$ cat src/sv/mldi_ram.sv
// Generic single-write, single-read RAM with registered read data.
// Stand-alone; no package needed.
module mldi_ram #(
	parameter int WIDTH = 8,
	parameter int DEPTH = 16
) (
	input  logic                             clk,
	input  logic                             we,
	input  logic [$clog2(DEPTH > 1 ? DEPTH : 2)-1:0] waddr,
	input  logic [WIDTH-1:0]                 wdata,
	input  logic                             re,
	input  logic [$clog2(DEPTH > 1 ? DEPTH : 2)-1:0] raddr,
	output logic [WIDTH-1:0]                 rdata
);

	logic [WIDTH-1:0] mem [DEPTH];
	logic [WIDTH-1:0] rdata_q;

	always_ff @(posedge clk) begin
		if (we) begin
			mem[waddr] <= wdata;
		end
		if (re) begin
			rdata_q <= mem[raddr];
		end
	end

	assign rdata = rdata_q;

endmodule

$ cat config.mk
export PLATFORM = sky130hd
export DESIGN_NAME = mldi_ram
export DESIGN_NICKNAME = d
export VERILOG_FILES = /design/src/sv/mldi_ram.sv
export SDC_FILE = /design/constraint.sdc
export NUM_CORES = 1
export LEC_CHECK = 0
export ABC_AREA = 1
export BUFFER_PORTS_ARGS = -buffer_cell sky130_fd_sc_hd__buf_2
export CORE_MARGIN = 2
export CORE_UTILIZATION = 40
export DETAILED_ROUTE_END_ITERATION = 16
export HOLD_SLACK_MARGIN = 0.1
export PLACE_DENSITY = 0.59
export SLEW_MARGIN = 20
export SYNTH_ARGS = -nofsm -noshare
export SYNTH_HDL_FRONTEND = slang
export SYNTH_SLANG_ARGS = --single-unit
$ cat constraint.sdc
create_clock -name clk -period 1.6 [get_ports clk]
set_clock_uncertainty 0.05 [all_clocks]
set_input_delay 0.16 -clock clk [delete_from_list [all_inputs] [get_ports clk]]
set_output_delay 0.16 -clock clk [all_outputs]
set_load 0.05 [all_outputs]
Yosys cells after proc, flatten, opt, wreduce, memory -nomap -nowiden
Memories as Yosys holds them, arrays and structs flattened. A register that Yosys moved wholly into a read port is not among the register bits.
Index checks and enable logic that the tools add are counted.
Operators by class
  muxes and demuxes: 2
Operators with widths (count)
  $mux 1: 2
Word-level totals
  input port bits: 19
  memories: 1
  register bits: 0
  memory bits (writable): 128
  word-level logic and storage cells: 3
Memories
  mem: depth 16, bits a word 8, read ports 1, clocked after memory_dff 1, wr ports 1, RTL line 16  | logic [WIDTH-1:0] mem [DEPTH];

Logic depth before layout (Yosys ltp)
Gate-level depths: netlist of the first run.
  word-level depth: 2
  mapped depth: 8

Worst setup path before layout of the first run
No wires, ideal clock.
  path kind: in2reg
  from: input waddr[2] in the netlist's numbering
  to: memory mem[10][0], enable pin
  cell stages on the path: 2
  required time: 1180 ps
  arrival time: 741 ps
  buffers on the path: 0
  setup time: 370 ps
  path slack: 439 ps
  cells stage by stage: nand3b_1 nor2_1
RTL lines
  from (decl): RTL line 9  | input logic [$clog2(DEPTH > 1 ? DEPTH : 2)-1:0] waddr,
  to (decl): RTL line 16
No word-level cell before the write port.

Worst setup path in the final report of the first run
  from: register rdata_q[3] (netlist: rdata[3]), read port of mem
  to: output rdata[3]
RTL lines
  from (decl): RTL line 17  | logic [WIDTH-1:0] rdata_q;
  to (decl): RTL line 13  | output logic [WIDTH-1:0] rdata
No word-level cell between the ends.

==> results of run 1 <==
[cell usage in the layout, fill, tap and decap left out]
cell type,n
nand2_1,173
edfxtp_1,136
inv_1,100
nand3_1,97
buf_2,26
buf_4,20
nor2_1,17
clkbuf_16,17
clkinv_1,6
bufinv_16,3
clkinv_2,3
inv_2,2
nand3b_1,2
clkbuf_1,2
buf_12,2
clkinvlp_4,1
dlygate4sd3_1,1
[registers in the layout, indices dropped and copies added, names as in the netlist]
name   count
mem      128
rdata      8
[logic make-up (layout without fill, tap and decap cells)]
kind of cell / after synthesis / after routing / share of synthesized area, %
AND/OR/NAND/NOR: 289 / 289 / 20.8
flip-flops: 136 / 136 / 69.8
buffers and inverters: 126 / 183 / 9.39
[power breakdown]
part           internal, mW  switching (mW)  leakage (nW)
Sequential             4.02          0.0283          1.24
Clock                  2.40            1.37         0.276
Combinational         0.145           0.401          1.42
[routing by layer]
| metal | wire [µm] | vias up | GRT usage, % |
|---|---|---|---|
| met3 | 889 | 15 | 4.68 |
| met5 | 13 | - | 0 |
| met2 | 6650 | 120 | 29.9 |
| met1 | 5770 | 1864 | 24.3 |
| li1 | - | 1876 | - |
| met4 | 230 | 2 | 7.12 |
[cell type report]
type                            instances  area (µm²)
Tap cell                              184         230
Clock buffer                           19         433
Inverter                              102         383
Sequential cell                       136        4080
Clock inverter                         13         135
Fill cell                            1350        7610
Timing Repair Buffer                   49         330
Multi-Input combinational cell        289        1210
[worst max-delay path by stage]
| stage | from | endpoint | slack [ns] |
|---|---|---|---|
| global route | rdata[3]$_DFFE_PP_ | rdata[3] | 0.26 |
| CTS | rdata[3]$_DFFE_PP_ | rdata[3] | 0.27 |
| finish | rdata[3]$_DFFE_PP_ | rdata[3] | 0.26 |
| global placement | raddr[1] | rdata[1]$_DFFE_PP_ | 0.08 |
| detailed placement | raddr[1] | rdata[1]$_DFFE_PP_ | 0.09 |
| floorplan | waddr[2] | mem[10][0]$_DFFE_PP_ | 0.44 |
[what timing repair did]
| item | in CTS | in global routing |
|---|---|---|
| hold endpoints to repair | 8 | 0 |
| hold buffers | 1 | 0 |
| setup endpoints to repair | 0 | 0 |
[per-stage QoR]
step	total power [mW]	hold slack, ns	setup slack, ns
global route	8.62	0.114	0.256
detailed placement	4.66	0.486	0.0916
floorplan	4.45	0.209	0.439
finish	8.36	0.122	0.255
global placement	4.66	0.481	0.0789
CTS	8.43	0.101	0.269
==> metrics.txt, run 1 <==
CP required=1.39 ns; worst skew pair latency=0.42 ns; DRT iter0 DRCs=468; worst flop-to-flop path startpoint=mem[4][7]$_DFFE_PP_; Worst setup SP type=flip-flop; Fin. Hold Viols=0; fin area=6810 µm²; antenna cell count=0; synthesized area=5850 µm²; Slew @ Worst Pin=0.637 ns; First-pass DRT Iterations=5; fin. max-slew vios=0; sequential fraction of the synthesis area=69.8%; Via density=4.90; largest net degree at the start of global routing=65; Setup Fix Bufs, Post-CTS=0; final std cells w/o fill=792; max_cap viols=0; slew margin rel.=57.4%; CP bufs+invs=1; VDD IR-drop max=0.731 mV; Unique masters post-synth=11; P&R area growth vs syn=16.5%; number of antenna violations at the first check in global routing=1; top-count cell post-synth=nand2_1; post-route DRC violation count=0; Cell Chain, Critical Path=buf_2; initial core utilization=40.5%; Seq cells post-synth=136; post-synthesis cell count=551; Data arrival, critical path=1.13 ns; Reg2Reg Setup Slack=0.39 ns; pwr/cell area=1230 nW/µm²; R2R depth=6; Post-synth EDFFs=136; Stages on worst setup path=1; minimum clock period=1.34 ns; Clock transition at path regs=0.06 ns; Mapped Avg Cell Area=10.6 µm²; Core Box Area=14,400 µm²; Crit. End Element=primary output; clk buf depth=2; Ports=27; Max Fclk=0.744 GHz; Resized cells post-CTS=0; CTS tree=built; post-layout util=47.2%; crit-path max FO=1; Synth top area share=69.8%; H-tree depth=4; Synth Flop Type=edfxtp_1; Final #Nets=614; first-pass GRT wire length=21,400 µm; Setup TNS=0 ns; Period Utilization, post-route=84.0%; Synth area leader=edfxtp_1; wirelength, routed=13,600 µm; drt wl/cell=17.1 µm; Port Buffers=26; Syn Nets=570; CTS Buf Count=17; r2r endpoint=rdata[7]$_DFFE_PP_; worst min-delay path class=in -> reg; run status=completed; post-synthesis async set-or-reset flop share=0%; CP peak stage delay=0.42 ns; GRT overflow=0; kind of critical path=reg -> out; Slowest cell on crit path=edfxtp_1; height of the die=125 µm; placer congestion estimate=0.844; top cells by area, synth=edfxtp_1, nand2_1, nand3_1; hold path cells=1; delay-heaviest family, CP=flip-flops; HPWL Detailed=8410 µm; Post-Place Cells=759; DIE WIDTH=125 µm; share of cells above drive strength 1=12.2%; hold path startpoint=wdata[5]; GRT Util Overall=18.5%; final setup vio count=0; Die ar.=15,600 µm²; placed cell area=6230 µm²; clock root cell=clkbuf_16; number of core rows=44; RSZ-0062 raised after global routing=no; yosys warns=0; vias post-DR=3,877; Detail Route Antenna Nets=0; Hold EP=mem[3][5]$_DFFE_PP_; top cells by count, synth=nand2_1, edfxtp_1, inv_1; Pleak=2.93 nW; CTS sink cnt=136; vias in the first global route=3,981
Note: power is estimated with default switching activity, not from simulation.
==> run 2, diff against run 1 <==
PLACE_DENSITY = 0.61   (was 0.59)
clock period = 1.17 ns   (was 1.6 ns; I/O delays follow)
==> metrics.txt, run 2 (synthesis gave the netlist of run 1 again) <==
Max Fclk=0.825 GHz; Cell Chain, Critical Path=buf_6; clock root cell=clkbuf_16; R2R depth=6; antenna cell count=0; most common cell after layout, fill and taps aside=nand2_1; kind of critical path=reg -> out; CTS sink cnt=136; CTS Buf Count=17; fin area=7350 µm²; drt wl/cell=17.2 µm; DIE WIDTH=125 µm; number of antenna violations at the first check in global routing=0; delay-heaviest family, CP=flip-flops; P&R area growth vs syn=25.8%; fin. max-slew vios=0; Hold EP=mem[10][1]$_DFFE_PP_; placer congestion estimate=0.788; run status=complete, but fails checks; GRT Util Overall=19.0%; DRT iter0 DRCs=350; Final #Nets=633; failing checks=negative setup slack; First-pass DRT Iterations=5; Data arrival, critical path=1.05 ns; Top reg by flops=mem; Port Buffers=26; GRT overflow=0; Slowest cell on crit path=edfxtp_1; Slew @ Worst Pin=0.480 ns; Fin. Hold Viols=0; wirelength, routed=14,000 µm; Pleak=3.18 nW; CTS tree=built; HPWL Detailed=8850 µm; Detail Route Antenna Nets=0; DR WL met2=6780 µm; first-pass GRT wire length=22,000 µm; slew margin rel.=68.0%; highest routed layer=met4; height of the die=125 µm; VDD IR-drop max=1.04 mV; H-tree depth=4; Setup Fix Bufs, Post-CTS=0; post-route DRC violation count=0; CP bufs+invs=1; placed cell area=6370 µm²; share of cells above drive strength 1=21.7%; Ports=27; routed length on met3=629 µm; Via density=4.80; largest net degree at the start of global routing=39; Clock transition at path regs=0.06 ns; worst min-delay path class=in -> reg; Die ar.=15,600 µm²; Worst setup SP type=flip-flop; crit-path max FO=1; r2r endpoint=rdata[0]$_DFFE_PP_; Reg2Reg Setup Slack=-0.01 ns; vias in the first global route=3,978; worst skew pair latency=0.42 ns; hold path cells=1; CP peak stage delay=0.44 ns; worst flop-to-flop path startpoint=mem[3][0]$_DFFE_PP_; final setup vio count=3; RSZ-0062 raised after global routing=yes; Largest register FFs=128; pwr/cell area=1680 nW/µm²; Setup WS post-layout=-0.0425 ns; dpl ws=-0.222 ns; clk buf depth=2; Worst Setup SP=rdata[1]$_DFFE_PP_; hold path startpoint=wdata[1]; number of core rows=44; max_cap viols=0; CP required=1.00 ns; Crit. End Element=primary output; initial core utilization=40.5%; Period Utilization, post-route=104%; minimum clock period=1.21 ns; Core Box Area=14,400 µm²; commonest non-fill, non-tap cells in the layout=nand2_1, edfxtp_1, inv_1; vias post-DR=3,896; met1 wire length=6230 µm
run 2: stage by stage:
step	utilization (%)	cells	hold WS, ns	TNS (ns)	power [mW]
2_1_floorplan	-	551	0.166	0	6.08
3_3_place_gp	44.1	772	0.449	-1.56	6.41
3_5_place_dp	44.1	772	0.453	-1.60	6.43
4_1_cts	49.8	811	0.103	-0.129	12.4
5_1_grt	51.0	811	0.101	-0.360	12.8
6_report	51.0	811	0.106	-0.0880	12.4
run 2: cell type report:
class | instances | area [µm²]
clock buffer | 18 | 429
clock inverter | 14 | 229
timing repair buffer | 68 | 576
inverter | 102 | 383
multi-input combinational | 289 | 1420
fill | 1302 | 7070
sequential | 136 | 4080
tap | 184 | 230
run 2: worst max-delay path by stage:
stage | to | depth (start not counted)
floorplan | mem[4][0]$_DFFE_PP_ | 2
global placement | rdata[6]$_DFFE_PP_ | 7
detailed placement | rdata[6]$_DFFE_PP_ | 7
CTS | rdata[6] | 1
global route | rdata[6] | 1
finish | rdata[1] | 1
run 2: per-layer routing:
| layer | track usage [%] | vias to the layer above |
|---|---|---|
| li1 | - | 1908 |
| met1 | 24.0 | 1866 |
| met2 | 31.1 | 101 |
| met3 | 5.50 | 21 |
| met4 | 7.52 | 0 |
| met5 | 0 | - |
run 2: timing repair:
item | CTS | global route
setup endpoints to repair | 12 | 16
pin swaps | 2 | 24
resized for setup | 22 | 38
hold buffers | 7 | 0
endpoints found under the hold margin | 90 | 0
run 2: where the power goes:
group          internal [mW]  total (mW)  switching, mW
sequential              5.49        5.53         0.0366
combinational          0.305       0.911          0.606
clock                   3.97        5.95           1.98
