$ cat config.mk
export PLATFORM = sky130hd
export DESIGN_NAME = mldi_cfg
export DESIGN_NICKNAME = d
export VERILOG_FILES = /design/src/sv/mldi_pkg.sv /design/src/sv/mldi_cfg.sv
export SDC_FILE = /design/constraint.sdc
export NUM_CORES = 1
export LEC_CHECK = 0
export ABC_AREA = 0
export BUFFER_PORTS_ARGS = -buffer_cell sky130_fd_sc_hd__buf_2
export CAP_MARGIN = 15
export CORE_ASPECT_RATIO = 1.4
export CORE_MARGIN = 2
export CORE_UTILIZATION = 52
export CTS_BUF_LIST = sky130_fd_sc_hd__clkbuf_2 sky130_fd_sc_hd__clkbuf_4 sky130_fd_sc_hd__clkbuf_8
export DETAILED_ROUTE_END_ITERATION = 10
export PLACE_DENSITY = 0.82
export SLEW_MARGIN = 15
export SYNTH_ARGS = -nofsm -noshare
export SYNTH_HDL_FRONTEND = slang
export SYNTH_SLANG_ARGS = --single-unit
$ cat constraint.sdc
create_clock -name clk -period 0.9 [get_ports clk]
set_input_delay 0 -clock clk [delete_from_list [all_inputs] [get_ports clk]]
set_output_delay 0 -clock clk [all_outputs]
set_load 0.01 [all_outputs]
$ cat src/sv/mldi_pkg.sv
// Shared types, widths and helpers for the modal lead / double integrator servo.
// No dependencies; every other file but mldi_ram imports this package.
package mldi_pkg;

	localparam int NUM_MODES = 64;
	localparam int MODE_W    = 6;
	localparam int ADDR_W    = (NUM_MODES > 1) ? $clog2(NUM_MODES) : 1;

	localparam int ERR_W     = 24;
	localparam int COEF_W    = 24;
	localparam int ACC_W     = 40;
	localparam int COEF_FRAC = 20;
	localparam int CFG_IDX_W = 3;

	// operand split of the 40-bit lead value for the feedback product
	localparam int LO_W  = COEF_FRAC;
	localparam int HI_W  = ACC_W - COEF_FRAC;
	localparam int PLO_W = COEF_W + LO_W + 1;
	localparam int PHI_W = COEF_W + HI_W;
	localparam int PE_W  = COEF_W + ERR_W;
	localparam int ET_W  = PE_W + 1;
	localparam int SUM_W = 64;
	localparam int RND_W = SUM_W - COEF_FRAC;
	localparam int INC_W = ET_W - COEF_FRAC;

	localparam logic [SUM_W-1:0] HALF_SUM = SUM_W'(1) << (COEF_FRAC - 1);
	localparam logic [ET_W-1:0]  HALF_ET  = ET_W'(1) << (COEF_FRAC - 1);

	typedef enum logic [CFG_IDX_W-1:0] {
		REG_FILTER_TYPE     = 3'd0,
		REG_COEF_FEEDBACK   = 3'd1,
		REG_COEF_INPUT      = 3'd2,
		REG_COEF_PREVIOUS   = 3'd3,
		REG_INTEGRATOR_GAIN = 3'd4
	} cfg_reg_t;

	typedef struct packed {
		logic                     filter_type;
		logic signed [COEF_W-1:0] coef_feedback;
		logic signed [COEF_W-1:0] coef_input;
		logic signed [COEF_W-1:0] coef_previous;
		logic signed [COEF_W-1:0] integrator_gain;
	} cfg_t;

	// one mode's stored filter state, one memory word
	typedef struct packed {
		logic signed [ACC_W-1:0] lead;
		logic signed [ERR_W-1:0] prev;
		logic signed [ACC_W-1:0] fi;
		logic signed [ACC_W-1:0] si;
	} mode_state_t;

	typedef struct packed {
		logic signed [ACC_W-1:0] lead;
		logic signed [ERR_W-1:0] prev;
		logic signed [ACC_W-1:0] fi;
		logic signed [ACC_W-1:0] si;
		logic signed [INC_W-1:0] inc;
		logic                    sat;
	} lead_out_t;

	typedef struct packed {
		logic                    sat;
		logic signed [ACC_W-1:0] val;
	} clip_t;

	// clip a widened sum to the 40-bit accumulator range
	function automatic clip_t sat_acc(input logic [RND_W-1:0] v);
		clip_t r;
		if ((&v[RND_W-1:ACC_W-1]) || !(|v[RND_W-1:ACC_W-1])) begin
			r.sat = 1'b0;
			r.val = v[ACC_W-1:0];
		end else begin
			r.sat = 1'b1;
			r.val = v[RND_W-1] ? {1'b1, {(ACC_W-1){1'b0}}} : {1'b0, {(ACC_W-1){1'b1}}};
		end
		return r;
	endfunction

endpackage

$ cat src/sv/mldi_cfg.sv
// Configuration register file: filter type and the four Q4.20 coefficients.
// Depends on mldi_pkg.
module mldi_cfg
	import mldi_pkg::*;
(
	input  logic                 clk,
	input  logic                 arst_n,
	input  logic                 cfg_valid,
	output logic                 cfg_ready,
	input  logic [CFG_IDX_W-1:0] cfg_index,
	input  logic [COEF_W-1:0]    cfg_data,
	output cfg_t                 cfg
);

	cfg_t cfg_q;

	assign cfg_ready = 1'b1;

	always_ff @(posedge clk or negedge arst_n) begin
		if (!arst_n) begin
			cfg_q.filter_type     <= 1'b1;
			cfg_q.coef_feedback   <= '0;
			cfg_q.coef_input      <= '0;
			cfg_q.coef_previous   <= '0;
			cfg_q.integrator_gain <= '0;
		end else if (cfg_valid) begin
			unique case (cfg_reg_t'(cfg_index))
				REG_FILTER_TYPE:     cfg_q.filter_type     <= cfg_data[0];
				REG_COEF_FEEDBACK:   cfg_q.coef_feedback   <= cfg_data;
				REG_COEF_INPUT:      cfg_q.coef_input      <= cfg_data;
				REG_COEF_PREVIOUS:   cfg_q.coef_previous   <= cfg_data;
				REG_INTEGRATOR_GAIN: cfg_q.integrator_gain <= cfg_data;
				default: ;
			endcase
		end
	end

	assign cfg = cfg_q;

endmodule

Word-level counts from Yosys, hierarchy flattened
Index checks and enable logic that the tools add are counted.
W data, S select, Z words.

cells by class
  add/subtract/negate cells = 0
  $mul = 0
  div/mod/pow operators = 0
  magnitude comparators = 0
  eq/ne operators = 4
  shifts and indexed selects = 0
  muxes and demuxes = 0
  bitwise logic cells = 0
  reductions and logical operators = 6

operators by type and width
  operator              count
  $reduce_and A2 Y1     5
  $eq A3 B2 Y1 const B  2
  $eq A3 B1 Y1 const B  1
  $eq A3 B3 Y1 const B  1
  $logic_not A3 Y1      1

storage, ports and cells
  flip-flop bits (word level) = 97
  bits in latches = 0
  bits in writable memories = 0
  ROM bits = 0
  input bits = 30
  logic and storage cells = 15
  memories kept = 0

Logic depth before layout (Yosys ltp)
Gate-level depths: netlist of run 1.

  depth in word-level cells = 2
  mapped depth = 4
  mapped depth without buffers = 2

Worst setup path before layout of run 1
OpenSTA, ideal clock, no wires.

  kind = input to register
  start = in cfg_index[2]
  end = reg cfg_q, in the netlist cfg[89]
  arrival = 0.844 ns
  required time = 0.775 ns
  setup slack = -0.069 ns
  cell stages on the path = 4
  buffers on the path = 2
  cell sequence = and4bb_1 -> buf_6 -> buf_6 -> mux2_2

on the way
  cells in the longest elaborated chain, start to end = 2

ends and longest elaborated chain
  item                         line            source
  start, declared              mldi_cfg.sv:10  input logic [CFG_IDX_W-1:0] cfg_index,
  $eq A3 B1 Y1                 mldi_cfg.sv:27  unique case (cfg_reg_t'(cfg_index))
  $reduce_and A2 Y1 (no line)  --
  end, declared                mldi_cfg.sv:15  cfg_t cfg_q;

No other way between the ends.
A chain may end at the register's enable or synchronous reset.

Final worst setup path of run 1
  start = reg cfg_q, in the netlist cfg[96]
  end = out cfg[96] in the netlist's numbering

RTL lines
  item           line            source
  end, declared  mldi_cfg.sv:12  output cfg_t cfg

No word-level cell between the ends.

==> results of run 1 <==
==> power by group through the flow <==
stage          logic [mW]  registers [mW]  clock network (mW)
2_1_floorplan        1.28            6.35                   0
3_3_place_gp         3.09            5.88                   0
3_5_place_dp         3.16            5.94                   0
4_1_cts              3.86            5.83                3.02
5_1_grt              4.67            6.05                3.23
6_report             4.41            5.96                3.01
==> layout by cell type, fill, tap and decap left out, types with 2 or more instances in the layout <==
| cell | synthesis | routed |
|---|---|---|
| buf_4 | 1 | 44 |
| clkinvlp_4 | 0 | 2 |
| mux2_2 | 72 | 36 |
| and4bb_2 | 0 | 3 |
| buf_2 | 2 | 111 |
| dfrtp_1 | 96 | 96 |
| dlygate4sd3_1 | 0 | 25 |
| buf_12 | 2 | 7 |
| buf_6 | 7 | 33 |
| mux2_4 | 25 | 61 |
| clkbuf_8 | 0 | 12 |
==> timing repair <==
item | in CTS | in global routing
gates resized for setup | 3 | 31
setup buffers | 38 | 18
endpoints found under the hold margin | 194 | 0
hold buffers | 25 | 0
endpoints found under the setup margin | 85 | 123
==> final cells by class <==
cell class                      count  area (um2)
Clock buffer                       12         165
Clock inverter                      4        50.0
Fill cell                         389        1420
Multi-Input combinational cell    103        1390
Sequential cell                    97        2430
Tap cell                           97         121
Timing Repair Buffer              220        1650
==> synth_stat cells <==
library cell and count:
dfrtp_1 96, mux2_2 72, mux2_4 25, buf_6 7
and4bb_1 3, buf_12 2, buf_2 2, buf_4 1
conb_1 1, dfstp_2 1, nand4b_2 1, nor4b_1 1
==> metal layers <==
metal / up-vias / GRT usage (%) / wire length (um)
met2: 109 / 41.3 / 5250
met4: 0 / 7.66 / 210
met3: 17 / 6.85 / 595
met5: - / 0 / 0
met1: 1383 / 29.9 / 3920
li1: 1187 / - / -
==> worst max path at each step <==
stage	start	endpoint	slack, ps	cells past startpoint
5_1_grt	cfg[96]	cfg[96]	-160	1
3_5_place_dp	cfg_index[1]	cfg[86]	-270	4
2_1_floorplan	cfg_index[0]	cfg[51]	-50	4
6_report	cfg[96]	cfg[96]	-130	1
3_3_place_gp	cfg_index[1]	cfg[85]	-220	4
4_1_cts	cfg[96]	cfg[96]	-140	1
==> kinds of logic (layout without fill, tap and decap cells) <==
| group | after synthesis | count (layout) | synth area share, % |
|---|---|---|---|
| mux | 97 | 97 | 31.1 |
| flops | 97 | 97 | 63.6 |
| buf+inv | 12 | 236 | 3.57 |
| simple gates | 5 | 5 | 1.61 |
| other cells | 1 | 1 | 0.0983 |
==> impl_metrics.yaml, run 1 <==
run_status:
  status: "finished, violations left"
  violations: "setup timing"
timing:
  hold_slack_ps: 29.2
  finalSetupTns_ps: -1610
  fin_crit_ps: 1030
  slew_violations: 0
  setup-violations-final: 87
  max_freq_ghz: 0.975
  rsz0062_at_grt: "true"
  setup_slack_ps: -125
  hold_violations: 0
  clock_skew_ps: 0
  fin_crit_sh_pct: 114
placement:
  pre_cts_slack_ps: -266
  io_buffers: 126
  place_hpwl_um: 5790
  dp.cells: 436
  place_area_um2: 4750
  gp_congestion: 0.747
critical_path:
  slowest_delay_ps: 550
  rr_startpoint: "cfg[10]"
  path_delay_family: "flip-flops"
  ff2ff_path_depth: 2
  slowest_stage: "dfstp_2"
  critPathMaxFanout: 2
  r2r_setup_slack_ps: -40
  crit_type: "reg -> out"
  cp-start-kind: "flip-flop"
  worst-path-buf-inv: 1
  cp.required_ps: 900
  arrival_ps: 1030
  path_cells: "buf_6"
  end_kind: "output pin"
  r2r-end: "cfg[10]"
grt:
  grt_max_degree: 29
  grtUsageTotal_pct: 24.2
  overflow: 0
  grt_pass1_wl_um: 15000
  antenna_found_initial: 0
  grt_pass1_vias: 2843
pwr:
  p_clk_share_pct: 22.5
  switching_share_pct: 28.2
  combPwrFrac_pct: 32.9
  ir_drop_v: 0.00170
  p_int_mw: 9.61
  power_per_cell_area_nw_per_um2: 2310
  power_mw: 13.4
  p_sw_mw: 3.78
  seqPwrFrac_pct: 44.6
  leakagePower_nw: 2.90
finish:
  fin_util_pct: 80.3
  largest_reg_flops: 97
  drive_above_1_share_pct: 71.8
  antenna_cells: 0
  fin_area_um2: 5800
  final_nets: 461
  instances_no_fill: 533
  syn_to_final_growth_pct: 52.0
synth:
  ys_seq_elements: 97
  synthTopCellsByArea: "dfrtp_1 63%, mux2_2 21%, mux2_4 9.8%"
  avgSynthCellArea_um2: 18.0
  syn-cell-area_um2: 3820
  synth_top_area_share_pct: 63.0
  synth_cells: 212
  yosysWarnings: 0
  synth-seq-area-share_pct: 63.6
  synthesis.nets: 242
  yosys.cell_types.count: 12
  yosys.area.top_type: "dfrtp_1"
clock_network:
  cts_buffers: 9
  clk_path_buf_depth: 2
  cts.sinks: 97
  clk_latency_ps: 370
  path_clk_slew_ps: 90
  cts_tree: "done"
  htreeDepth: 3
  cts_root_buf: "clkbuf_8"
job:
  cap_violations: 0
worst_hold_path:
  hold_path_class: "in -> reg"
  holdPathEnd: "cfg[96]"
  holdCritStartpoint: "cfg_index[2]"
  hold_depth: 3
floorplanning:
  die_h_um: 105
  start_util_pct: 52.8
  ios: 128
  die_x_um: 76.4
  core_um2: 7220
  die_area_um2: 8050
  rows: 37
drt:
  drc: 0
  via_count: 2696
  first_pass_iters: 5
  detail_route.wl_per_cell_um: 18.7
  drt-total-wl_um: 9980
  drt-initial-drc-count: 81
  via_per_inst: 5.06
  ant_nets: 0
No activity file was read; power rests on OpenSTA's default activity.
==> run 2: changes to the inputs <==
- CORE_ASPECT_RATIO: 1.4 -> 0.6
- CORE_UTILIZATION: 52 -> 56
- GPL_TIMING_DRIVEN: not set -> 0
- PLACE_DENSITY: 0.82 -> 0.87
- clock period: 0.9 -> 1.2 ns (I/O delays scaled with it)
==> impl_metrics.yaml, run 2 (same netlist as run 1, synthesis figures left out) <==
finish:
  nFillCells: 410
  largest_reg_flops: 97
  fin_util_pct: 75.3
  drive_above_1_share_pct: 66.8
  final_nets: 405
  antenna_cells: 0
  syn_to_final_growth_pct: 31.2
  final_common_cell: "buf_2"
  layout_common_cells: "127 x buf_2, 96 x dfrtp_1, 72 x mux2_2"
critical_path:
  slowest_delay_ps: 530
  ff2ff_path_depth: 1
  critPathMaxFanout: 2
  end_kind: "output pin"
  crit_type: "reg -> out"
  cp.required_ps: 1200
  r2r_setup_slack_ps: 400
  r2r-end: "cfg[59]"
  slowest_stage: "dfstp_2"
  rr_startpoint: "cfg[59]"
  path_delay_family: "flip-flops"
  worst-path-buf-inv: 1
  path_cells: "buf_2"
  cp-start-kind: "flip-flop"
  arrival_ps: 1010
placement:
  gp_congestion: 0.719
  place_hpwl_um: 5920
  io_buffers: 126
grt:
  gr-usage-met1_pct: 30.6
  antenna_found_initial: 0
  grt_pass1_wl_um: 13200
  grt_use_met3_pct: 7.53
  overflow: 0
  grt_pass1_vias: 2525
  use_met2_pct: 38.0
  grt_max_degree: 54
  grtUsageTotal_pct: 23.3
  busiest_layer: "met2"
timing:
  rsz0062_at_grt: "false"
  fin_crit_sh_pct: 84.0
  setup-violations-final: 0
  fin_crit_ps: 1010
  slew_violations: 0
  max_freq_ghz: 0.991
  finalSetupTns_ps: 0
  clock_skew_ps: 0
  worst_pin_slew_ps: 661
  hold_violations: 0
  max_slew_margin_pct: 55.9
clock_network:
  cts_root_buf: "clkbuf_8"
  path_clk_slew_ps: 80
  cts_buffers: 9
  hold_buffers: 25
  clk_path_buf_depth: 2
  clk_latency_ps: 350
  htreeDepth: 3
  ctsResizeCount: 0
  post_cts_buffers: 0
  cts_tree: "done"
  cts.sinks: 97
floorplanning:
  die_x_um: 111
  die_area_um2: 7510
  ios: 128
  core_um2: 6650
  rows: 23
  start_util_pct: 57.4
  die_h_um: 67.9
worst_hold_path:
  hold_depth: 3
  holdPathEnd: "cfg[96]"
  holdCritStartpoint: "cfg_index[2]"
  hold_path_class: "in -> reg"
pwr:
  ir_drop_v: 0.00126
  leakagePower_nw: 2.45
  power_per_cell_area_nw_per_um2: 1710
  power_mw: 8.57
drt:
  drt-total-wl_um: 8470
  detail_route.wl_per_cell_um: 18.2
  via_count: 2357
  drc: 0
  first_pass_iters: 4
  drt-initial-drc-count: 98
  ant_nets: 0
  via_per_inst: 5.06
run_status:
  status: "completed"
job:
  cap_violations: 0
[run 2: routing by layer]
| metal | share of wire (%) | up-vias |
|---|---|---|
| li1 | - | 1072 |
| met1 | 45 | 1199 |
| met2 | 48 | 77 |
| met3 | 5.7 | 9 |
| met4 | 1.0 | 0 |
| met5 | 0 | - |
[run 2: how the worst max path moves through the flow]
stage	depth (start not counted)	start	end	slack, ps
floorplan	4	cfg_index[2]	cfg[89]	230
global placement	1	arst_n	cfg[24]	-750
detailed placement	5	cfg_index[2]	cfg[90]	-30
CTS	1	cfg[96]	cfg[96]	170
global route	3	arst_n	cfg[96]	80
finish	1	cfg[96]	cfg[96]	190
[run 2: power by group]
| part | switching (mW) | internal [mW] | total (mW) |
|---|---|---|---|
| clock network | 1.08 | 0.855 | 1.93 |
| registers | 0.387 | 3.99 | 4.38 |
| logic | 1.02 | 1.24 | 2.26 |
[run 2: layout make-up]
cell class                      instances  area (um2)  share of cell area [%]
Buffer                                 12         136                    2.72
Clock buffer                           11         151                    3.02
Clock inverter                          4        28.8                   0.575
Multi-Input combinational cell        103        1250                    25.0
Sequential cell                        97        2430                    48.5
Tap cell                               87         109                    2.17
Timing Repair Buffer                  152         903                    18.0
[run 2: per-stage QoR]
| stage | cell area [um2] | cells | setup slack, ps | hold WS, ps |
|---|---|---|---|---|
| final | 5010 | 466 | 191 | 67.3 |
| after floorplan | 3820 | 212 | 231 | -296 |
| after global placement | 4560 | 425 | -749 | 271 |
| after global routing | 5010 | 466 | 83.3 | 76.4 |
| after detailed placement | 4580 | 426 | -25.4 | 75.1 |
| after CTS | 5010 | 466 | 169 | 47.8 |
