## src/sv/mldi_pkg.sv

```systemverilog
// Shared types, widths and helpers for the modal lead / double integrator servo.
// No dependencies; every other file but mldi_ram imports this package.
package mldi_pkg;

	localparam int NUM_MODES = 64;
	localparam int MODE_W    = 6;
	localparam int ADDR_W    = (NUM_MODES > 1) ? $clog2(NUM_MODES) : 1;

	localparam int ERR_W     = 24;
	localparam int COEF_W    = 24;
	localparam int ACC_W     = 40;
	localparam int COEF_FRAC = 20;
	localparam int CFG_IDX_W = 3;

	// operand split of the 40-bit lead value for the feedback product
	localparam int LO_W  = COEF_FRAC;
	localparam int HI_W  = ACC_W - COEF_FRAC;
	localparam int PLO_W = COEF_W + LO_W + 1;
	localparam int PHI_W = COEF_W + HI_W;
	localparam int PE_W  = COEF_W + ERR_W;
	localparam int ET_W  = PE_W + 1;
	localparam int SUM_W = 64;
	localparam int RND_W = SUM_W - COEF_FRAC;
	localparam int INC_W = ET_W - COEF_FRAC;

	localparam logic [SUM_W-1:0] HALF_SUM = SUM_W'(1) << (COEF_FRAC - 1);
	localparam logic [ET_W-1:0]  HALF_ET  = ET_W'(1) << (COEF_FRAC - 1);

	typedef enum logic [CFG_IDX_W-1:0] {
		REG_FILTER_TYPE     = 3'd0,
		REG_COEF_FEEDBACK   = 3'd1,
		REG_COEF_INPUT      = 3'd2,
		REG_COEF_PREVIOUS   = 3'd3,
		REG_INTEGRATOR_GAIN = 3'd4
	} cfg_reg_t;

	typedef struct packed {
		logic                     filter_type;
		logic signed [COEF_W-1:0] coef_feedback;
		logic signed [COEF_W-1:0] coef_input;
		logic signed [COEF_W-1:0] coef_previous;
		logic signed [COEF_W-1:0] integrator_gain;
	} cfg_t;

	// one mode's stored filter state, one memory word
	typedef struct packed {
		logic signed [ACC_W-1:0] lead;
		logic signed [ERR_W-1:0] prev;
		logic signed [ACC_W-1:0] fi;
		logic signed [ACC_W-1:0] si;
	} mode_state_t;

	typedef struct packed {
		logic signed [ACC_W-1:0] lead;
		logic signed [ERR_W-1:0] prev;
		logic signed [ACC_W-1:0] fi;
		logic signed [ACC_W-1:0] si;
		logic signed [INC_W-1:0] inc;
		logic                    sat;
	} lead_out_t;

	typedef struct packed {
		logic                    sat;
		logic signed [ACC_W-1:0] val;
	} clip_t;

	// clip a widened sum to the 40-bit accumulator range
	function automatic clip_t sat_acc(input logic [RND_W-1:0] v);
		clip_t r;
		if ((&v[RND_W-1:ACC_W-1]) || !(|v[RND_W-1:ACC_W-1])) begin
			r.sat = 1'b0;
			r.val = v[ACC_W-1:0];
		end else begin
			r.sat = 1'b1;
			r.val = v[RND_W-1] ? {1'b1, {(ACC_W-1){1'b0}}} : {1'b0, {(ACC_W-1){1'b1}}};
		end
		return r;
	endfunction

endpackage

```

## src/sv/mldi_integ.sv

```systemverilog
// Integrator stages: first integrator at s5, second integrator feeding the output.
// Depends on mldi_pkg.
module mldi_integ
	import mldi_pkg::*;
(
	input  logic        clk,
	input  logic        adv,
	input  logic        filter_type,
	input  lead_out_t   lead,
	output mode_state_t wr,
	output logic        sat
);

	logic signed [ACC_W-1:0] fi_in, lead_in, addend_d;
	logic signed [INC_W-1:0] inc_in;
	clip_t                   fi_clp, si_clp;

	mode_state_t             st_s5;
	logic signed [ACC_W-1:0] addend_s5;
	logic                    sat_s5;
	logic signed [ACC_W-1:0] si_old, addend;

	assign fi_in   = lead.fi;
	assign lead_in = lead.lead;
	assign inc_in  = lead.inc;
	assign fi_clp  = sat_acc(RND_W'(fi_in) + RND_W'(lead_in));
	assign addend_d = filter_type ? fi_clp.val : ACC_W'(inc_in);

	always_ff @(posedge clk) begin
		if (adv) begin
			st_s5.lead <= lead.lead;
			st_s5.prev <= lead.prev;
			st_s5.fi   <= filter_type ? fi_clp.val : fi_in;
			st_s5.si   <= lead.si;
			addend_s5  <= addend_d;
			sat_s5     <= lead.sat | (filter_type & fi_clp.sat);
		end
	end

	assign si_old = st_s5.si;
	assign addend = addend_s5;
	assign si_clp = sat_acc(RND_W'(si_old) + RND_W'(addend));

	always_comb begin
		wr    = st_s5;
		wr.si = si_clp.val;
		sat   = sat_s5 | si_clp.sat;
	end

endmodule

```

## config.mk

```make
export PLATFORM = sky130hd
export DESIGN_NAME = mldi_integ
export DESIGN_NICKNAME = d
export VERILOG_FILES = /design/src/sv/mldi_pkg.sv /design/src/sv/mldi_integ.sv
export SDC_FILE = /design/constraint.sdc
export NUM_CORES = 1
export LEC_CHECK = 0
export BUFFER_PORTS_ARGS = -buffer_cell sky130_fd_sc_hd__buf_2
export CORE_ASPECT_RATIO = 1.2
export CORE_UTILIZATION = 48
export DETAILED_ROUTE_END_ITERATION = 8
export PLACE_DENSITY_LB_ADDON = 0.3
export RECOVER_POWER = 50
export SLEW_MARGIN = 25
export SYNTH_ARGS = -nofsm -noshare
export SYNTH_HDL_FRONTEND = slang
export SYNTH_SLANG_ARGS = --single-unit
```

## constraint.sdc

```tcl
create_clock -name clk -period 3 [get_ports clk]
set_input_delay 0.3 -clock clk [delete_from_list [all_inputs] [get_ports clk]]
set_output_delay 0.3 -clock clk [all_outputs]
set_load 0.02 [all_outputs]
```

* Word-level counts from Yosys, hierarchy flattened
Cells that the tools add are included.
Word-level totals: memories 0, bits in writable memories 0, output and inout port bits 145, logic and storage cells 25, bits of input ports 177, register bits 185, latch bits 0, bits in read-only memories 0
Operators by class: div/mod/pow operators 0, shift operators 0, eq/ne operators 0, add/sub/neg operators 2, reduce and logical (&&, ||, !) cells 8, magnitude comparators 0, multiplexer cells 6, $mul 0, bitwise operators 3
Operators with widths (number):
- 40-bit two-way mux | 4
- 40-bit by 40-bit adder with 41-bit output | 2
- 41-bit two-way mux | 2
- 5-bit AND reduction | 2
- 5-bit OR reduction | 2
- 1-bit zero test | 2
- 1-bit logical OR | 2
- 1-bit bitwise OR | 2
- 1-bit bitwise AND | 1

* Longest topological paths before layout
Gate-level depths: netlist of run 1.
word-level depth 7, gate-level depth with buffers 13, gate-level depth less buffers 11

* Least setup slack after synthesis of run 1
Ideal clock, no wire load.
path kind reg2out, start point register st_s5, in the netlist si_old[6], end point output port wr[15] (netlist bit), data arrival time 2.837 ns, cell stages (with the launch flop) 13, data required time 2.700 ns, setup slack -0.137 ns, buffers on the path 2, cell sequence edfxtp_1 ha_1 a2111oi_0 nor3_1 nand2_1 a2bb2oi_2 o21ai_1 o31ai_2 nand2_1 mux2i_1 buf_2 buf_4 a21oi_1
RTL lines:
- start, declared | RTL line mldi_integ.sv:18 | mode_state_t st_s5;
- end, declared | RTL line mldi_integ.sv:10 | output mode_state_t wr,

==> impl_metrics.sql, run 1 <==
INSERT INTO impl_metrics (metric_group, metric, value, unit) VALUES
('sta', 'worst_hold_slack', '29.8', 'ps'),
('routing', 'via_count', '11278', ''),
('synthesis', 'ys_warn_count', '0', ''),
('global_route', 'maximum_number_of_pins_on_one_net_before_global_route_repair', '58', ''),
('setup_path', 'timing.critical_path.max_delay_family', 'compound AO/OA/AOI/OAI gates', ''),
('global_route', 'grt_pass1_wl', '56200', 'um'),
('power', 'p_seq_share', '31.0', '%'),
('sta', 'setup-violations-final', '47', ''),
('power', 'power_frac_comb', '46.7', '%'),
('clock_tree', 'cts-hold-fix-buffers', '0', ''),
('outcome', 'outcome', 'finished with violations', ''),
('power', 'power.static_leakage', '0.00735', 'uW'),
('synthesis', 'ys_top_cells_by_count', 'sky130_fd_sc_hd__edfxtp_1, sky130_fd_sc_hd__a21oi_1, sky130_fd_sc_hd__o21ai_0', ''),
('synthesis', 'number_of_synthesized_flops_with_an_enable_pin', '185', ''),
('setup_path', 'crit_path_start', 'si_old[15]$_DFFE_PP_', ''),
('global_route', 'use_met1', '39.9', '%'),
('synthesis', 'synthDominantAreaCellType', 'sky130_fd_sc_hd__edfxtp_1', ''),
('global_route', 'grt_pass1_vias', '10477', ''),
('synthesis', 'ys.flop_type', 'sky130_fd_sc_hd__edfxtp_1', ''),
('sta', 'timing.slew.headroom', '-73.2', '%'),
('synthesis', 'synth_async_sr_flop_share', '0', '%'),
('setup_path', 'cp-endpoint', 'wr[18]', ''),
('global_route', 'initial_antenna_violation_count', '5', ''),
('worst_hold_path', 'hold_path.startpoint', 'lead[110]', ''),
('power', 'pwr-share-clk', '22.3', '%'),
('sta', 'max_freq', '262', 'MHz'),
('power', 'switching_share', '35.6', '%'),
('cells_and_area', 'area_growth', '47.8', '%'),
('run', 'cap_viol_max_count', '1', ''),
('synthesis', 'synth.yosys.seq_area_share', '48.6', '%'),
('worst_hold_path', 'hold_class', 'primary input to flop', ''),
('setup_path', 'slowest_delay', '460', 'ps'),
('setup_path', 'cp_data_required_time', '2700', 'ps'),
('placement', 'dp_slack', '-558', 'ps'),
('synthesis', 'netlist_instances', '1092', ''),
('setup_path', 'critPathLaunchType', 'flop', ''),
('routing', 'detail_route.wirelength', '40300', 'um'),
('outcome', 'failed_checks', 'max-capacitance violations, max-slew violations, negative setup slack', ''),
('global_route', 'gr-max-usage-layer', 'met2', ''),
('cells_and_area', 'post_route_cells_drive_above_1_share', '42.0', '%'),
('die', 'floorplan.die.height', '171', 'um'),
('setup_path', 'bufs_and_invs_on_worst_path', '4', ''),
('synthesis', 'postSynthNetCount', '1351', ''),
('clock_tree', 'worst_setup_hold_path_clk_slew', '70', 'ps'),
('placement', 'numPortBuffers', '321', ''),
('synthesis', 'netlist_area_pre_place', '11400', 'um2'),
('routing', 'detail_route.first_pass.iterations', '5', ''),
('routing', 'ant_nets', '0', ''),
('synthesis', 'synth.area.top_cells', 'sky130_fd_sc_hd__edfxtp_1, sky130_fd_sc_hd__ha_1, sky130_fd_sc_hd__a21oi_1, sky130_fd_sc_hd__o21ai_0, sky130_fd_sc_hd__xor2_1', ''),
('synthesis', 'ys_seq_elements', '185', ''),
('die', 'core.rowCount', '61', ''),
('power', 'power_switching', '3790', 'uW'),
('global_route', 'grt_usage', '30.9', '%'),
('die', 'pin_count', '322', ''),
('global_route', 'global_route_total_overflow', '0', ''),
('routing', 'detailed_route_vias_per_instance', '5.64', ''),
('setup_path', 'cp_slowest_cell', 'sky130_fd_sc_hd__nor4_1', ''),
('die', 'fp.dieArea', '24400', 'um2'),
('synthesis', 'library_cell_with_the_highest_instance_count_after_synthesis', 'sky130_fd_sc_hd__edfxtp_1', ''),
('sta', 'min_period_over_period', '127', '%'),
('clock_tree', 'clock_sink_count', '185', ''),
('routing', 'routedWlPerCell', '20.1', 'um'),
('setup_path', 'cp.arrival', '3510', 'ps'),
('sta', 'rsz0062_at_grt', 'yes', ''),
('clock_tree', 'cts.root.buffer_cell', 'sky130_fd_sc_hd__clkbuf_16', ''),
('synthesis', 'synth_top_area_share', '48.6', '%'),
('sta', 'worstMarginPinSlew', '2600', 'ps'),
('sta', 'final-max-slew-violation-count', '44', ''),
('setup_path', 'crit_chain', 'ha_1, nand2_1, nor4_1, o211ai_1, a21oi_2, o211a_1, a211o_4, a41oi_4, buf_12, buf_12, clkbuf_16, a21oi_2, buf_4', ''),
('sta', 'fin_ws', '-814', 'ps'),
('setup_path', 'setup.worst_path.class', 'flop to primary output', '');
[sequential cells by signal, indices dropped and copies added (netlist names)]
signal  cells
si_old     40
sat_s5      1
addend     40
wr        104
[final cells by class]
type | count | area, um2
sequential | 185 | 5560
timing repair buffer | 604 | 4080
inverter | 46 | 173
clock inverter | 14 | 178
tap | 315 | 394
antenna | 4 | 10.0
clock buffer | 18 | 429
fill | 1667 | 6380
multi-input combinational | 815 | 6080
[worst min-delay path by stage]
stage | end | slack [ps] | cells past startpoint
floorplan | si_old[0]$_DFFE_PP_ | 400 | 0
global placement | wr[90]$_DFFE_PP_ | 480 | 1
detailed placement | wr[95]$_DFFE_PP_ | 480 | 1
CTS | wr[99]$_DFFE_PP_ | 9 | 1
global route | wr[99]$_DFFE_PP_ | 8 | 1
finish | wr[80]$_DFFE_PP_ | 30 | 1
[cell families (layout without fill, tap and decap cells)]
| logic type | count (synthesis) | in the layout | synth area share [%] |
|---|---|---|---|
| XOR/XNOR | 71 | 71 | 5.44 |
| AO/OA/AOI/OAI | 404 | 405 | 22.6 |
| adder cells (fa/ha/maj) | 83 | 83 | 9.19 |
| AND/OR/NAND/NOR | 252 | 252 | 10.3 |
| multiplexers | 4 | 4 | 0.361 |
| buffers and inverters | 93 | 682 | 3.61 |
| flip-flops | 185 | 185 | 48.6 |
| other | 0 | 4 | 0 |
[stage by stage]
stage | TNS, ps | utilization (%) | power, uW
after global placement | -37470 | 65.4 | 7280
after global routing | -42780 | 72.6 | 11100
after floorplan | 0 | - | 5700
final | -31290 | 72.6 | 10700
after CTS | -34460 | 69.2 | 9940
after detailed placement | -43690 | 65.4 | 7340
[cells in the final DEF (no fill, tap or decap), drive strengths merged, types with 5 or more instances in the layout]
| master | instances |
|---|---|
| nand3 | 14 |
| xnor2 | 32 |
| nand2b | 7 |
| o21ai | 115 |
| o21bai | 10 |
| ha | 80 |
| nor3 | 12 |
| a21oi | 128 |
| a21o | 39 |
| inv | 47 |
| edfxtp | 185 |
| o21a | 41 |
| xor2 | 39 |
| a211oi | 9 |
| a41oi | 6 |
| clkbuf | 60 |
| o211ai | 9 |
| and3 | 8 |
| nand4 | 14 |
| nor2b | 5 |
| nand2 | 87 |
| buf | 562 |
| clkinv | 8 |
| nor2 | 73 |
| and2 | 14 |
| and4 | 5 |
| a31oi | 8 |
[layer usage]
| metal | share of wire (%) | vias up | routed length [um] |
|---|---|---|---|
| met3 | 6.1 | 108 | 2450 |
| met5 | 0.032 | - | 13 |
| met2 | 49 | 553 | 19900 |
| li1 | - | 5258 | - |
| met4 | 3.8 | 2 | 1550 |
| met1 | 41 | 5357 | 16300 |
[power by group through the flow]
stage	Sequential, uW	Combinational [uW]	Clock [uW]
6_report	3310	4980	2380
5_1_grt	3320	5310	2480
4_1_cts	3290	4250	2390
3_5_place_dp	3340	4000	0
3_3_place_gp	3340	3950	0
2_1_floorplan	3480	2220	0
[what timing repair did]
action                     CTS  global route
cloned                       2            10
pin swaps                   11            39
buffers inserted            15            14
setup endpoints to repair   43           119
gates resized for setup     24           151
No activity file was read; power rests on OpenSTA's default activity.
==> run 2: changes to the inputs <==
==> constraint.sdc (replaced) <==
create_clock -name clk -period 3.3 [get_ports clk]
set_input_delay 0.33 -clock clk [delete_from_list [all_inputs] [get_ports clk]]
set_output_delay 0.33 -clock clk [all_outputs]
set_load 0.02 [all_outputs]
==> run 2 against run 1 <==
Compared with the run above: the run still ends with max-capacitance violations, max-slew violations, negative setup slack left; global-route usage fell by 2.1 points; setup slack gained 280 ps; flip-flop and latch count unchanged; largest cell class unchanged; largest power group unchanged.
==> impl_metrics.sql, run 2 (synthesis gave the netlist of run 1 again) <==
INSERT INTO impl_metrics (metric_group, metric, value, unit) VALUES
('power', 'power.static_leakage', '0.00680', 'uW'),
('clock_tree', 'worst_setup_hold_path_clk_slew', '70', 'ps'),
('cells_and_area', 'mostFrequentLayoutCells', 'sky130_fd_sc_hd__buf_2, sky130_fd_sc_hd__edfxtp_1, sky130_fd_sc_hd__buf_4', ''),
('placement', 'placedInstanceArea', '14400', 'um2'),
('routing', 'detail_route.wirelength', '36900', 'um'),
('routing', 'ant_nets', '0', ''),
('power', 'pwr-share-clk', '23.1', '%'),
('clock_tree', 'cts_tree', 'done', ''),
('routing', 'met2_wirelength', '18000', 'um'),
('cells_and_area', 'largest_register_ffs', '104', ''),
('power', 'cellInternalPower', '5890', 'uW'),
('sta', 'timing.setup.tns', '-19020', 'ps'),
('power', 'power_switching', '3390', 'uW'),
('run', 'cap_viol_max_count', '1', ''),
('cells_and_area', 'fillers', '1801', ''),
('setup_path', 'crit_end_category', 'primary output', ''),
('sta', 'worstMarginPinSlew', '2640', 'ps'),
('outcome', 'failed_checks', 'max-capacitance violations, max-slew violations, negative setup slack', ''),
('cells_and_area', 'postLayoutCoreUtil', '68.3', '%'),
('sta', 'max_freq', '261', 'MHz'),
('setup_path', 'cp.arrival', '3500', 'ps'),
('sta', 'rsz0062_at_grt', 'yes', ''),
('clock_tree', 'clk_path_buf_depth', '2', ''),
('routing', 'via_count', '10482', ''),
('die', 'floorplan.die.height', '171', 'um'),
('global_route', 'maximum_number_of_pins_on_one_net_before_global_route_repair', '74', ''),
('sta', 'minimum_clock_period', '3830', 'ps'),
('clock_tree', 'cts-hold-fix-buffers', '0', ''),
('routing', 'detailed_route_vias_per_instance', '5.53', ''),
('clock_tree', 'cts.root.buffer_cell', 'sky130_fd_sc_hd__clkbuf_16', ''),
('cells_and_area', 'area.sequential', '5560', 'um2'),
('power', 'max-vdd-ir-drop', '0.362', 'mV'),
('global_route', 'global_route_total_overflow', '0', ''),
('cells_and_area', 'post_layout_nonfiller_instances', '1897', ''),
('routing', 'detail_route.first_pass.iterations', '8', ''),
('cells_and_area', 'post_route_cells_drive_above_1_share', '36.3', '%'),
('power', 'p_seq_share', '32.3', '%'),
('placement', 'final_replace_weighted_congestion', '0.955', ''),
('routing', 'detail_route.iter0.violations', '839', ''),
('routing', 'routedWlPerCell', '19.5', 'um'),
('routing', 'route.layer.met1.wl', '15300', 'um'),
('sta', 'timing.slew.headroom', '-75.7', '%'),
('power', 'switching_share', '36.5', '%'),
('global_route', 'grt_pass1_vias', '9916', ''),
('die', 'pin_count', '322', ''),
('setup_path', 'critical_path.max_fanout', '9', ''),
('sta', 'final-max-slew-violation-count', '48', ''),
('cells_and_area', 'final_area', '15900', 'um2'),
('sta', 'fin_ws', '-533', 'ps'),
('worst_hold_path', 'hold_class', 'primary input to flop', ''),
('die', 'initial_core_util', '49.1', '%'),
('routing', 'met3_length', '2120', 'um'),
('routing', 'route.detailed.drc', '0', ''),
('setup_path', 'cp_data_required_time', '2970', 'ps'),
('clock_tree', 'cts_buffers', '17', ''),
('cells_and_area', 'area_growth', '39.1', '%'),
('clock_tree', 'ctsHtreeMaxLevel', '4', ''),
('placement', 'numPortBuffers', '321', ''),
('placement', 'dp_cells', '1836', ''),
('setup_path', 'critPathLaunchType', 'flop', ''),
('global_route', 'grt_usage', '28.8', '%'),
('cells_and_area', 'nets', '1823', ''),
('setup_path', 'setup.worst_path.class', 'flop to primary output', ''),
('sta', 'setup-violations-final', '41', ''),
('global_route', 'grt_pass1_wl', '52800', 'um'),
('cells_and_area', 'area_of_combinational_cells_with_multiple_inputs', '5880', 'um2'),
('power', 'power_per_cell_area', '584', 'nW/um2'),
('die', 'fp.dieArea', '24400', 'um2'),
('sta', 'min_period_over_period', '116', '%'),
('outcome', 'outcome', 'finished with violations', ''),
('sta', 'final_hold_viols', '0', ''),
('cells_and_area', 'final_common_cell', 'sky130_fd_sc_hd__buf_2', ''),
('routing', 'topmost_layer_with_routed_signal_wires', 'met4', ''),
('placement', 'dp_hpwl', '27800', 'um'),
('clock_tree', 'clock_sink_count', '185', ''),
('die', 'die_width', '143', 'um'),
('die', 'core.rowCount', '61', ''),
('placement', 'dp_slack', '-499', 'ps'),
('die', 'core_region_area', '23300', 'um2'),
('global_route', 'initial_antenna_violation_count', '5', ''),
('power', 'power_frac_comb', '44.6', '%');
==> run 2: cell types whose count changed in the layout (fill, tap and decap cells not counted), moves of 5 or more <==
cell                      previous run  this run
sky130_fd_sc_hd__a21oi_1            87        99
sky130_fd_sc_hd__a21oi_2            34        23
sky130_fd_sc_hd__buf_2             255       250
sky130_fd_sc_hd__buf_4             267       173
sky130_fd_sc_hd__buf_6              31        22
sky130_fd_sc_hd__o21ai_0            73        96
sky130_fd_sc_hd__o21ai_1            29        11
sky130_fd_sc_hd__o21ai_2             9         3
==> run 2: routing by layer <==
metal	GRT usage [%]	vias to the layer above
li1	-	5058
met1	37.4	4908
met2	47.1	436
met3	4.23	80
met4	13.3	0
met5	0	-
==> run 2: worst max-delay path, stage by stage (launching register included) <==
cell and delay [ps]:
sky130_fd_sc_hd__edfxtp_1 490, sky130_fd_sc_hd__ha_4 300, sky130_fd_sc_hd__a211oi_4 260, sky130_fd_sc_hd__o211ai_1 110, sky130_fd_sc_hd__nand2_1 110, sky130_fd_sc_hd__a2bb2oi_2 210, sky130_fd_sc_hd__o21ai_1 90, sky130_fd_sc_hd__buf_4 160
sky130_fd_sc_hd__o31ai_4 240, sky130_fd_sc_hd__buf_6 170, sky130_fd_sc_hd__a21oi_4 60, sky130_fd_sc_hd__a41oi_4 280, sky130_fd_sc_hd__buf_4 180, sky130_fd_sc_hd__clkbuf_16 160, sky130_fd_sc_hd__a21oi_1 80, sky130_fd_sc_hd__buf_4 170
==> run 2: timing repair <==
| item | 4_1_cts | 5_1_grt |
|---|---|---|
| endpoints found under the setup margin | 42 | 47 |
| setup buffers | 7 | 7 |
| pin swaps | 8 | 16 |
| gates resized for setup | 32 | 111 |
| gates cloned | 2 | 9 |
==> run 2: cell type report <==
| cell class | instances | share of cell area, % |
|---|---|---|
| Clock buffer | 17 | 2.67 |
| Clock inverter | 15 | 1.18 |
| Tap cell | 315 | 2.48 |
| Sequential cell | 185 | 34.9 |
| Antenna cell | 5 | 0.0787 |
| Inverter | 46 | 1.09 |
| Timing Repair Buffer | 500 | 20.6 |
| Multi-Input combinational cell | 814 | 36.9 |
==> run 2: path summary, 6_finish.rpt <==
path,from,slack (ps),to,cells after the start
min,lead[133],60,wr[103]$_DFFE_PP_,1
max,addend[1]$_DFFE_PP_,-530,wr[24],15
==> run 2: through the flow <==
| step | power (uW) | hold WS, ps |
|---|---|---|
| 6_report | 9280 | 57.5 |
| 5_1_grt | 9700 | 42.7 |
| 4_1_cts | 8690 | 39.4 |
| 3_5_place_dp | 6370 | 508 |
| 3_3_place_gp | 6330 | 507 |
| 2_1_floorplan | 5070 | 429 |
==> run 2: power by group through the flow <==
stage	Sequential (uW)	Clock, uW	Combinational [uW]
2_1_floorplan	3170	0	1910
3_3_place_gp	3040	0	3290
3_5_place_dp	3030	0	3330
4_1_cts	2990	2170	3530
5_1_grt	3020	2240	4440
6_report	3000	2140	4140
==> run 3: changes to the inputs <==
--- a/config.mk
+++ b/config.mk
@@ -6,8 +6,10 @@
 export NUM_CORES = 1
 export LEC_CHECK = 0
 export BUFFER_PORTS_ARGS = -buffer_cell sky130_fd_sc_hd__buf_2
+export CELL_PAD_IN_SITES_DETAIL_PLACEMENT = 1
+export CELL_PAD_IN_SITES_GLOBAL_PLACEMENT = 1
 export CORE_ASPECT_RATIO = 1.2
-export CORE_UTILIZATION = 48
+export CORE_UTILIZATION = 37
 export DETAILED_ROUTE_END_ITERATION = 8
 export PLACE_DENSITY_LB_ADDON = 0.3
 export RECOVER_POWER = 50
==> run 3 against run 2 <==
Compared with the run above: the flow still finishes with violations (max-capacitance violations, max-slew violations, negative setup slack); first-iteration DRC count down 30%; count of clock-buffer cells in the layout up 1; combinational power down 5.6%; via count up 1.3%; critical endpoint is now wr[35]; setup slack about the same; utilization down 16 points.
==> impl_metrics.sql, run 3 (synthesis gave the netlist of run 1 again) <==
INSERT INTO impl_metrics (metric_group, metric, value, unit) VALUES
('outcome', 'outcome', 'finished with violations', ''),
('outcome', 'failed_checks', 'max-capacitance violations, max-slew violations, negative setup slack', ''),
('global_route', 'initial_antenna_violation_count', '10', ''),
('sta', 'minimum_clock_period', '3830', 'ps'),
('die', 'floorplan.die.height', '195', 'um'),
('die', 'core_region_area', '30500', 'um2'),
('cells_and_area', 'area_growth', '38.5', '%'),
('worst_hold_path', 'worst_hold_path.num_cells', '1', ''),
('clock_tree', 'ctsHtreeMaxLevel', '4', ''),
('die', 'fp.dieArea', '31600', 'um2'),
('cells_and_area', 'mostFrequentLayoutCells', 'sky130_fd_sc_hd__buf_2, sky130_fd_sc_hd__buf_4, sky130_fd_sc_hd__edfxtp_1', ''),
('global_route', 'grt_pass1_wl', '61900', 'um'),
('sta', 'worstMarginPinSlew', '2550', 'ps'),
('sta', 'final_hold_viols', '0', ''),
('sta', 'fin_ws', '-533', 'ps'),
('die', 'core.rowCount', '70', ''),
('routing', 'detail_route.first_pass.iterations', '7', ''),
('power', 'pwr-share-clk', '23.5', '%'),
('sta', 'rsz0062_at_grt', 'yes', ''),
('routing', 'via_count', '10615', ''),
('global_route', 'grt_pass1_vias', '11196', ''),
('sta', 'timing.setup.tns', '-19560', 'ps'),
('die', 'die_width', '162', 'um'),
('global_route', 'maximum_number_of_pins_on_one_net_before_global_route_repair', '95', ''),
('setup_path', 'critPathLaunchType', 'flop', ''),
('routing', 'detail_route.wirelength', '41200', 'um'),
('cells_and_area', 'postLayoutCoreUtil', '52.0', '%'),
('placement', 'dp_hpwl', '32500', 'um'),
('placement', 'placedInstanceArea', '14800', 'um2'),
('sta', 'max_freq', '261', 'MHz'),
('cells_and_area', 'final_common_cell', 'sky130_fd_sc_hd__buf_2', ''),
('routing', 'detailed_route_vias_per_instance', '5.30', ''),
('worst_hold_path', 'holdPathEnd', 'wr[103]$_DFFE_PP_', ''),
('cells_and_area', 'largest_register_ffs', '104', ''),
('sta', 'final-max-slew-violation-count', '95', ''),
('setup_path', 'setup.worst_path.class', 'flop to primary output', ''),
('power', 'switching_share', '37.1', '%'),
('sta', 'setup-violations-final', '41', ''),
('run', 'cap_viol_max_count', '1', ''),
('power', 'power_switching', '3350', 'uW'),
('routing', 'route.detailed.drc', '0', ''),
('clock_tree', 'clock_sink_count', '185', ''),
('worst_hold_path', 'hold_path.startpoint', 'lead[133]', ''),
('clock_tree', 'cts-hold-fix-buffers', '0', ''),
('routing', 'ant_nets', '0', ''),
('setup_path', 'cp.arrival', '3500', 'ps'),
('cells_and_area', 'area_of_combinational_cells_with_multiple_inputs', '5790', 'um2'),
('cells_and_area', 'area.sequential', '5560', 'um2'),
('global_route', 'grt_usage', '25.8', '%'),
('die', 'pin_count', '322', ''),
('cells_and_area', 'nets', '1844', ''),
('clock_tree', 'clk_path_buf_depth', '2', ''),
('power', 'cellInternalPower', '5690', 'uW'),
('placement', 'final_replace_weighted_congestion', '0.934', ''),
('sta', 'timing.slew.headroom', '-70.0', '%'),
('routing', 'routedWlPerCell', '20.5', 'um'),
('setup_path', 'crit_end_category', 'primary output', ''),
('cells_and_area', 'final_area', '15800', 'um2'),
('placement', 'numPortBuffers', '321', ''),
('power', 'max-vdd-ir-drop', '0.279', 'mV'),
('clock_tree', 'cts_buffers', '17', ''),
('clock_tree', 'cts_tree', 'done', ''),
('setup_path', 'crit_path_start', 'si_old[24]$_DFFE_PP_', ''),
('cells_and_area', 'post_route_cells_drive_above_1_share', '35.8', '%'),
('routing', 'detail_route.iter0.violations', '588', ''),
('setup_path', 'critical_path.max_fanout', '8', ''),
('sta', 'min_period_over_period', '116', '%'),
('power', 'power.static_leakage', '0.00680', 'uW'),
('worst_hold_path', 'hold_class', 'primary input to flop', ''),
('power', 'p_seq_share', '33.2', '%'),
('cells_and_area', 'fillers', '3520', ''),
('setup_path', 'cp_data_required_time', '2970', 'ps'),
('clock_tree', 'cts.root.buffer_cell', 'sky130_fd_sc_hd__clkbuf_16', ''),
('global_route', 'global_route_total_overflow', '0', ''),
('power', 'power_frac_comb', '43.3', '%'),
('die', 'initial_core_util', '37.5', '%'),
('power', 'power_per_cell_area', '571', 'nW/um2'),
('clock_tree', 'worst_setup_hold_path_clk_slew', '80', 'ps');
==> run 3: cell count changes in the layout (fill, tap and decap cells not counted), sizes merged <==
cell	delta
diode	+6
clkinv	-2
clkinvlp	-2
inv	+2
clkbuf	-2
buf	+24
==> run 3: power by group through the flow <==
stage	logic (uW)	registers [uW]	clock network [uW]
finish	3910	3000	2130
global route	4210	3020	2220
CTS	3730	3000	2170
detailed placement	3530	3040	0
global placement	3450	3030	0
floorplan	1910	3170	0
==> run 3: stage by stage <==
stage	std cells	total power [uW]	setup slack, ps	hold WS [ps]
after floorplan	1092	5070	133	429
after global placement	1952	6480	-407	506
after detailed placement	1952	6570	-531	508
after CTS	1988	8900	-491	38.6
after global routing	2003	9460	-691	39.2
final	2004	9040	-533	56.1
==> run 3: layout make-up <==
cell class	instances	share of cell area [%]
multi-input combinational	814	36.6
sequential	185	35.1
timing repair buffer	521	20.3
tap	396	3.13
clock buffer	18	2.71
inverter	46	1.09
clock inverter	13	0.995
antenna	11	0.174
==> run 3: metal layers <==
metal	vias to the layer above	share of wire [%]	global-route usage, %
met4	0	4.0	11.4
met3	81	3.7	2.88
met2	295	50	44.0
li1	5089	-	-
met1	5150	42	32.7
met5	-	0	0
==> run 3: critical path: stages, from the launching register on <==
cell                        delay [ps]
sky130_fd_sc_hd__edfxtp_1          430
sky130_fd_sc_hd__ha_1              330
sky130_fd_sc_hd__buf_4             160
sky130_fd_sc_hd__a21o_1            170
sky130_fd_sc_hd__a21oi_1           140
sky130_fd_sc_hd__o21ai_1            90
sky130_fd_sc_hd__a21o_1            180
sky130_fd_sc_hd__a21o_1            210
sky130_fd_sc_hd__o31ai_4           300
sky130_fd_sc_hd__buf_6             170
sky130_fd_sc_hd__a21oi_2            70
sky130_fd_sc_hd__a41oi_4           240
sky130_fd_sc_hd__buf_12            160
sky130_fd_sc_hd__clkbuf_16         170
sky130_fd_sc_hd__a21oi_1            80
sky130_fd_sc_hd__buf_2             160
==> run 3: worst max path at each step <==
stage,to,slack [ps],cells past startpoint
2_1_floorplan,wr[15],130,12
3_3_place_gp,addend[2]$_DFFE_PP_,-410,12
3_5_place_dp,addend[2]$_DFFE_PP_,-530,13
4_1_cts,wr[34],-490,13
5_1_grt,wr[35],-690,13
6_report,wr[35],-530,15
==> run 3: repair_timing <==
item                                    CTS  global route
endpoints found under the setup margin   43           106
buffers inserted                          4             4
gates resized for setup                  48            47
gates cloned                              1             1
pin swaps                                 7             6
